**src/sv/bcpe_pkg.sv**
```systemverilog
// ----------------------------------------------------------------------------
// Bezier curve point evaluator package
// Shared controller states and the command and status groups that pass
// between the controller and the datapath.
// ----------------------------------------------------------------------------
package bcpe_pkg;

  typedef enum logic [2:0] {
    ST_IDLE,
    ST_COEF,
    ST_PASS1,
    ST_GAP,
    ST_PASS2,
    ST_DRAIN,
    ST_DONE
  } state_t;

  typedef struct packed {
    logic coef_init;
    logic coef_step;
    logic eval_start;
    logic load_we;
    logic rd_en;
    logic pass2;
    logic first;
    logic out_load;
  } cmd_t;

  typedef struct packed {
    logic out_free;
  } sts_t;

  localparam int IN_FIELD_W = 4;

endpackage

```
**src/sv/bcpe_ctrl.sv**
```systemverilog
// ----------------------------------------------------------------------------
// Bezier evaluator controller
// Holds the point count, sequences the coefficient build, the load writes
// and the two evaluation passes over the stored points.
// ----------------------------------------------------------------------------
module bcpe_ctrl #(
  parameter int MAX_POINTS = 16
) (
  input  logic                          clk,
  input  logic                          rst,
  input  logic                          cfg_we,
  input  logic [4:0]                    cfg_wdata,
  input  logic                          in_valid,
  output logic                          in_ready,
  input  logic                          func,
  input  logic [3:0]                    point_index,
  output bcpe_pkg::cmd_t                cmd,
  output logic [$clog2(MAX_POINTS)-1:0] rd_addr,
  output logic [$clog2(MAX_POINTS)-1:0] ld_addr,
  input  bcpe_pkg::sts_t                sts
);

  import bcpe_pkg::*;

  localparam int IW   = $clog2(MAX_POINTS);
  localparam int CW   = $clog2(MAX_POINTS + 1);
  localparam int CFW  = CW > 5 ? CW : 5;
  localparam int CMPW = CW > IN_FIELD_W ? CW : IN_FIELD_W;

  state_t        state, state_next;
  logic [CW-1:0] count;
  logic [CW-1:0] k;
  logic [IW-1:0] idx;
  logic [IW-1:0] last;
  logic [CFW-1:0] cfg_ext;
  logic [CMPW-1:0] pi_ext;
  logic          accept;

  assign last     = IW'(count - CW'(1));
  assign cfg_ext  = CFW'(cfg_wdata);
  assign pi_ext   = CMPW'(point_index);
  assign ld_addr  = pi_ext[IW-1:0];
  assign rd_addr  = idx;
  assign in_ready = (state == ST_IDLE) && !cfg_we && !rst;
  assign accept   = in_valid && in_ready;

  always_comb begin
    state_next = state;
    case (state)
      ST_IDLE: begin
        if (cfg_we) begin
          state_next = ST_COEF;
        end else if (accept && func) begin
          state_next = (count == '0) ? ST_DONE : ST_PASS1;
        end
      end
      ST_COEF: begin
        if (k >= count) begin
          state_next = ST_IDLE;
        end
      end
      ST_PASS1: begin
        if (idx == last) begin
          state_next = ST_GAP;
        end
      end
      ST_GAP:   state_next = ST_PASS2;
      ST_PASS2: begin
        if (idx == '0) begin
          state_next = ST_DRAIN;
        end
      end
      ST_DRAIN: state_next = ST_DONE;
      ST_DONE: begin
        if (sts.out_free) begin
          state_next = ST_IDLE;
        end
      end
      default:  state_next = ST_IDLE;
    endcase
  end

  always_comb begin
    cmd = '0;
    case (state)
      ST_IDLE: begin
        cmd.coef_init  = cfg_we;
        cmd.eval_start = accept && func;
        cmd.load_we    = accept && !func && (pi_ext < CMPW'(count));
      end
      ST_COEF: begin
        cmd.coef_step = (k < count);
      end
      ST_PASS1: begin
        cmd.rd_en = 1'b1;
        cmd.first = (idx == '0);
      end
      ST_PASS2: begin
        cmd.rd_en = 1'b1;
        cmd.pass2 = 1'b1;
        cmd.first = (idx == last);
      end
      ST_DONE: begin
        cmd.out_load = sts.out_free;
      end
      default: cmd = '0;
    endcase
  end

  always_ff @(posedge clk) begin
    if (rst) begin
      state <= ST_IDLE;
      count <= '0;
      k     <= '0;
      idx   <= '0;
    end else begin
      state <= state_next;
      if (state == ST_IDLE && cfg_we) begin
        count <= (cfg_ext > CFW'(MAX_POINTS)) ? CW'(MAX_POINTS) : cfg_ext[CW-1:0];
        k     <= CW'(1);
      end else if (state == ST_COEF && k < count) begin
        k <= k + CW'(1);
      end
      case (state)
        ST_IDLE:  idx <= '0;
        ST_PASS1: idx <= (idx == last) ? idx : idx + IW'(1);
        ST_GAP:   idx <= last;
        ST_PASS2: idx <= (idx == '0) ? idx : idx - IW'(1);
        default:  idx <= idx;
      endcase
    end
  end

endmodule

```
**config.mk**
```make
export PLATFORM = sky130hd
export DESIGN_NAME = bcpe_ctrl
export DESIGN_NICKNAME = d
export VERILOG_FILES = /design/src/sv/bcpe_pkg.sv /design/src/sv/bcpe_ctrl.sv
export SDC_FILE = /design/constraint.sdc
export NUM_CORES = 1
export LEC_CHECK = 0
export BUFFER_PORTS_ARGS = -buffer_cell sky130_fd_sc_hd__buf_4
export CAP_MARGIN = 20
export CORE_MARGIN = 2
export CORE_UTILIZATION = 44
export DETAILED_ROUTE_END_ITERATION = 16
export GPL_TIMING_DRIVEN = 0
export PLACE_DENSITY_LB_ADDON = 0.1
export SETUP_SLACK_MARGIN = 0.02
export SLEW_MARGIN = 20
export SYNTH_ARGS = -nofsm -noshare
export SYNTH_HDL_FRONTEND = slang
export SYNTH_SLANG_ARGS = --single-unit
```
**constraint.sdc**
```tcl
create_clock -name clk -period 1.9 [get_ports clk]
set_input_delay 0.19 -clock clk [delete_from_list [all_inputs] [get_ports clk]]
set_output_delay 0.19 -clock clk [all_outputs]
set_load 0.05 [all_outputs]
```
# ---- Word-level counts from Yosys, hierarchy flattened
# Index checks and enable logic that the tools add are counted.
dict set report word_totals {
  ff_bits 17
  latchBits 0
  ram_bits 0
  romBits 0
  input_bits 15
  mem_count 0
}
dict set report op_classes {
  n_addsub 4
  mul 0
  div 0
  magnitude_cmp 4
  n_eq_ne 14
  n_shift 0
  n_mux 21
  n_bitwise 0
  n_reduce_logical 20
}
# operator count
set ops {}
lappend ops {{$mux W3} 7}
lappend ops {{$pmux W3 S7} 1}
lappend ops {{$pmux W4 S4} 1}
lappend ops {{$ne A2 B2 Y1 const B} 6}
lappend ops {{$eq A3 B3 Y1 const B} 3}
lappend ops {{$logic_and A1 B1 Y1} 8}
lappend ops {{$mux W4} 2}
lappend ops {{$sub A4 B1 Y4 const B} 2}
lappend ops {{$mux W1} 7}
lappend ops {{$eq A3 B2 Y1 const B} 2}
lappend ops {{$add A5 B1 Y5 const B} 1}
lappend ops {{$ge A5 B5 Y1} 1}
lappend ops {{$gt A5 B5 Y1 const B} 1}
lappend ops {{$logic_not A5 Y1} 1}
lappend ops {{$lt A4 B5 Y1} 1}
lappend ops {{$lt A5 B5 Y1} 1}
lappend ops {{$mux W5} 1}
lappend ops {{$reduce_and A5 Y1} 1}
lappend ops {{$add A4 B1 Y4 const B} 1}
lappend ops {{$eq A4 B4 Y1} 1}
lappend ops {{$logic_not A4 Y1} 1}
lappend ops {{$reduce_bool A4 Y1} 1}
lappend ops {{$reduce_or A2 Y1} 2}
lappend ops {{$eq A3 B1 Y1 const B} 1}
lappend ops {{other kinds (7)} 9}

# ---- Depth between registers and ports, before layout
# Gate-level depths: netlist of the first run.
dict set report logic_depth {
  word_depth 8
  ltp_mapped 9
  mapped_depth_nobuf 8
}

# ---- Worst setup path before layout of the first run
# Ideal clock, no wire load.
dict set report synth_path {
  kind {register to output}
  from {register count[1]}
  to {output cmd[4] in the netlist's numbering}
  arrival_ns 2.358
  required_time_ns 1.710
  slack_ns -0.648
  stages_incl_launch_ff 7
  path_buffers 0
  path_cell_list {dfxtp_1 > inv_1 > ha_1 > a21o_1 > a21o_1 > a21o_1 > a211oi_1}
}
# element line_no
set synth_rtl {}
lappend synth_rtl {{start: declaration} bcpe_ctrl.sv:31} ;# logic [CW-1:0] count;
lappend synth_rtl {{start signal: assignment} bcpe_ctrl.sv:119} ;# count <= (cfg_ext > CFW'(MAX_POINTS)) ? CW'(MAX_POINTS) : cfg_ext[CW-1:0];
lappend synth_rtl {{end: declaration} bcpe_ctrl.sv:17} ;# output bcpe_pkg::cmd_t cmd,

==> flow_summary.ini, run 1 <==
[sta]
setup_ws_ps = -143
max_freq_mhz = 490
tns_ps = -404
worst_pin_slew_ps = 538
hold_ws_ps = 111
rsz0062_at_grt = true
finalCritPeriodShare_pct = 108
finClkSkew_ps = 9.04
slew_violations = 0
hold_viol_final = 0
relSlewSlack_pct = 64.1
setup_viol = 6
min_period_ps = 2040

[placed_design]
gp_congestion = 0.883
port_buffers = 31
place_area_mm2 = 0.00185
dp_cells = 264
place_hpwl_um = 3040

[worst_setup_path]
cp_max_fo = 3
startpoint_type = flip-flop
path_buf_inv = 2
arrival_ps = 1850
crit_family = simple AND/OR/NAND/NOR gates
crit_chain = buf_4 > nor3_4 > xnor3_2 > nor3_2 > a21oi_2 > nor2_4 > buf_6
endpoint_kind = output pin
cpMaxStageDelayCell = dfxtp_2
path_class = reg2out
cp.required_ps = 1710
crit_path_max_incr_delay_ps = 350

[global_route]
grt.overflow.total = 0
grt_pass1_vias = 1522
track_usage_pct = 22.3
grt_start_max_net_pins = 11
grt_first_pass_wirelength_um = 7040
antenna_found_initial = 0

[synthesis]
synth_top_area_share_pct = 22.7
syn_nets = 213
synth.distinct_cells = 49
netlist_top_cells_count = nand2_1 (18), a21oi_1 (17), dfxtp_1 (17)
syn_inst = 187
yosysTopAreaCell = dfxtp_1
synth_flop_cell = dfxtp_1
syn_area_per_cell_um2 = 8.02
yosysMostFrequentCell = nand2_1
async_reset_ff_share_pct = 0
seq_area_frac_synth_pct = 22.7
yosys_warnings = 0
syn_area_mm2 = 0.00150
ys_ff_latch = 17
synth_edf_count = 0
ys_top_cells_by_area = dfxtp_1 (23%), ha_1 (9.2%), a21oi_1 (5.7%), nand2_1 (4.5%), inv_1 (3.5%)

[power]
total_power_mw = 2.99
worst_ir_drop_vdd_mv = 0.686
power-per-cell-area_mw_per_mm2 = 1410
p_leak_nw = 0.888

[floorplan]
start_util_pct = 45.3
fp.dieW_um = 62.4
die_h_um = 62.4
fp.coreArea_mm2 = 0.00331
pin_count = 32
num_rows = 21
dieArea_mm2 = 0.00389

[cells_and_area]
layout.cells.non_filler = 279
drive_gt1_share_pct = 39.9
fin_area_mm2 = 0.00212
antenna_cells = 0
syn_to_final_growth_pct = 41.6
nets = 260

[clock_tree]
cts_made_buffers = 3
clk_pin_slew_worst_paths_ps = 110
clock_latency_ps = 300
tritoncts = yes
cts_root_buf = clkbuf_4
clock_sinks = 17
cts.path.max_buffers = 2
cts_max_level = 1

[drt]
ant_nets = 0
firstDrtPassIters = 4
via_per_inst = 5.63
vias = 1570
drt_drc_violations_left = 0
wl_per_cell_um = 15.3
drt_iter0_drc = 102
finalWirelength_um = 4280

[run_status]
violations = negative setup slack
status = finished, violations left

[min_path]
hp-class = in2reg

[flow_run]
drv_cap = 0
[layer usage]
layer | routed length, um | share of wire (%) | up-vias | GRT usage, %
met5 | 0 | 0 | - | 0
li1 | - | - | 775 | -
met2 | 2220 | 52 | 45 | 38.6
met3 | 170 | 4.0 | 6 | 3.08
met1 | 1840 | 43 | 744 | 28.0
met4 | 53 | 1.2 | 0 | 8.89
[logic make-up after synthesis]
family,synth area share (%)
adders and majority gates,9.18
AOI/OAI and AO/OA,25.0
DFF,22.7
buffers and inverters,8.26
xor gates and xnor gates,5.93
and+or+nand+nor,27.0
muxes,2.00
[metrics by stage]
| step | setup WS [ps] | util (%) |
|---|---|---|
| 2_1_floorplan | -153 | - |
| 3_3_place_gp | -201 | 55.8 |
| 3_5_place_dp | -268 | 55.8 |
| 4_1_cts | -141 | 62.2 |
| 5_1_grt | -216 | 64.1 |
| 6_report | -143 | 64.1 |
[layout make-up]
| type | count | area (um2) |
|---|---|---|
| inverter | 14 | 55.1 |
| clock buffer | 4 | 26.3 |
| multi-input combinational | 144 | 1210 |
| buffer | 11 | 70.1 |
| timing repair buffer | 43 | 345 |
| sequential | 17 | 353 |
| fill | 306 | 1190 |
| tap | 46 | 57.6 |
[layout by cell type (no fill, tap or decap), types with 3 or more instances in the layout]
master    instances
a21oi_1          13
ha_4              3
mux2i_1           3
inv_1            11
dfxtp_2           4
nand3_1           6
buf_2             3
nor3_1            3
xor2_1            4
buf_4            41
nand3b_1          5
a21oi_2           4
a21o_1            3
nand2b_1          6
dfxtp_1          11
buf_6             7
or4_1             3
ha_1              7
nor2_1            7
o21ai_0           6
nand2_1          18
clkbuf_4          3
[what timing repair did]
| action | 4_1_cts | 5_1_grt |
|---|---|---|
| gates resized for setup | 33 | 12 |
| hold buffers | 0 | 0 |
| pin swaps | 16 | 5 |
| setup endpoints to repair | 14 | 15 |
| buffers inserted | 10 | 2 |
[sequential cells by signal, summed over array words and instances, names as in the netlist]
register  flops
rd_addr       4
k             5
count         5
state         3
[worst paths after layout]
path / startpoint / endpoint / slack (ps) / cells after the start
hold reg to reg: k[4]$_SDFFE_PP0P_ / k[4]$_SDFFE_PP0P_ / 500 / 2
setup reg to reg: count[0]$_SDFFE_PP0P_ / rd_addr[1]$_SDFFE_PP0P_ / -60 / 8
setup / recovery: count[1]$_SDFFE_PP0P_ / cmd[1] / -140 / 7
hold / removal: rst / state[0]$_SDFFE_PP0P_ / 110 / 2
[report_power, final]
part | leakage [nW] | switching (mW) | internal [mW]
clock network | 0.0150 | 0.127 | 0.0818
registers | 0.142 | 0.101 | 0.439
logic | 0.731 | 1.35 | 0.897
(Power assumes the default switching activity.)
==> run 2, diff against run 1 <==
--- a/config.mk
+++ b/config.mk
@@ -6,9 +6,9 @@
 export NUM_CORES = 1
 export LEC_CHECK = 0
 export BUFFER_PORTS_ARGS = -buffer_cell sky130_fd_sc_hd__buf_4
-export CAP_MARGIN = 20
 export CORE_MARGIN = 2
 export CORE_UTILIZATION = 44
+export CTS_BUF_LIST = sky130_fd_sc_hd__clkbuf_8
 export DETAILED_ROUTE_END_ITERATION = 16
 export GPL_TIMING_DRIVEN = 0
 export PLACE_DENSITY_LB_ADDON = 0.1
==> run 2 against run 1 <==
Sequential power barely moved. Critical path depth did not move. Critical endpoint unchanged. Total power rose by 2.0%. Setup slack improved by 70 ps. The flow still finishes with violations (negative setup slack). First-iteration DRC count rose by 26%. Die area did not move.
==> flow_summary.ini, run 2 (synthesized netlist as in run 1, its figures left out) <==
[run_status]
status = finished, violations left
violations = negative setup slack

[placed_design]
port_buffers = 31
preCtsSetupSlack_ps = -268
gp_congestion = 0.883
place_hpwl_um = 3040
dp_cells = 264
place_area_mm2 = 0.00185

[floorplan]
fp.coreArea_mm2 = 0.00331
start_util_pct = 45.3
dieArea_mm2 = 0.00389
die_h_um = 62.4
pin_count = 32
fp.dieW_um = 62.4
num_rows = 21

[sta]
max_freq_mhz = 507
setup_ws_ps = -73.2
min_period_ps = 1970
hold_viol_final = 0
finalCritPeriodShare_pct = 104
hold_ws_ps = 184
relSlewSlack_pct = 63.3
setup_viol = 3
worst_pin_slew_ps = 550
rsz0062_at_grt = true
finClkSkew_ps = 4.30
slew_violations = 0

[global_route]
grt_pass1_vias = 1562
antenna_found_initial = 0
track_usage_pct = 22.9
grt_first_pass_wirelength_um = 7230
grt_start_max_net_pins = 11
grt.overflow.total = 0

[clock_tree]
clock_sinks = 17
cts_hold_buf = 0
cts_max_level = 1
cts.path.max_buffers = 2
clk_pin_slew_worst_paths_ps = 70
clock_latency_ps = 260
cts_made_buffers = 3
cts_root_buf = clkbuf_8
tritoncts = yes

[cells_and_area]
drive_gt1_share_pct = 41.2
layout.cells.non_filler = 279
antenna_cells = 0
syn_to_final_growth_pct = 43.7
fin_util_pct = 65.0
nFillCells = 295
fin_area_mm2 = 0.00215
mostFrequentLayoutCells = buf_4 (42), nand2_1 (18), a21oi_1 (14)
nets = 260
mostFrequentLayoutCell = buf_4

[drt]
drt_drc_violations_left = 0
finalWirelength_um = 4370
ant_nets = 0
wl_per_cell_um = 15.7
drt_iter0_drc = 129
via_per_inst = 5.56
vias = 1552
firstDrtPassIters = 4

[power]
worst_ir_drop_vdd_mv = 0.797
p_leak_nw = 0.902
power-per-cell-area_mw_per_mm2 = 1420

[min_path]
hp-class = in2reg
min_from = rst

[worst_setup_path]
r2r-start = count[0]$_SDFFE_PP0P_
crit_chain = buf_4 > nor3_4 > xnor3_2 > nor3_2 > a21oi_2 > nor2_4 > buf_6
path_buf_inv = 2
cpMaxStageDelayCell = dfxtp_2
crit_path_max_incr_delay_ps = 340
cp_max_fo = 3
path_class = reg2out
arrival_ps = 1780
cp.required_ps = 1710
endpoint_kind = output pin
startpoint_type = flip-flop
cp-startpoint = count[1]$_SDFFE_PP0P_
crit_family = simple AND/OR/NAND/NOR gates

[flow_run]
drv_cap = 0
==> run 2: worst reg2reg max path, cell delays in order, from the launching register on <==
cell	delay [ps]
dfxtp_4	390
inv_2	40
ha_1	310
xor2_1	170
nand3_2	120
buf_6	140
o311ai_4	350
mux2i_1	250
nor2_1	50
==> run 2: layout make-up <==
| type | count | area (um2) | share of cell area [%] |
|---|---|---|---|
| buffer | 11 | 70.1 | 3.25 |
| clock buffer | 3 | 41.3 | 1.92 |
| clock inverter | 1 | 3.75 | 0.174 |
| inverter | 14 | 55.1 | 2.56 |
| multi-input combinational | 144 | 1220 | 56.7 |
| sequential | 17 | 354 | 16.4 |
| tap | 46 | 57.6 | 2.67 |
| timing repair buffer | 43 | 350 | 16.3 |
==> run 2: report_power, final <==
group          internal, mW  total (mW)  switching, mW
combinational         0.884        2.23           1.34
clock                 0.144       0.284          0.140
sequential            0.440       0.540          0.100
==> run 2: repair_timing <==
| action | CTS | global route |
|---|---|---|
| setup buffers | 11 | 1 |
| setup endpoints to repair | 14 | 14 |
| pin swaps | 13 | 6 |
| gates resized for setup | 32 | 13 |
==> run 2: path summary, 6_finish.rpt <==
check | to | slack, ps | cells after the start
max | cmd[1] | -70 | 7
max reg2reg | rd_addr[1]$_SDFFE_PP0P_ | -40 | 8
min | state[0]$_SDFFE_PP0P_ | 180 | 2
min reg2reg | count[4]$_SDFFE_PP0P_ | 490 | 2
==> run 2: per-layer routing <==
metal | track usage [%] | share of wire (%) | vias to the layer above
met1 | 28.1 | 43 | 741
met5 | 0 | 0 | -
li1 | - | - | 767
met2 | 41.2 | 52 | 39
met4 | 7.22 | 0.98 | 0
met3 | 3.62 | 3.6 | 5
==> run 2: stage by stage <==
stage               setup TNS, ps  power [mW]
detailed placement          -1700        2.41
CTS                          -196        2.94
global placement            -1310        2.37
finish                       -175        3.05
floorplan                    -646        1.97
global route                 -710        3.25
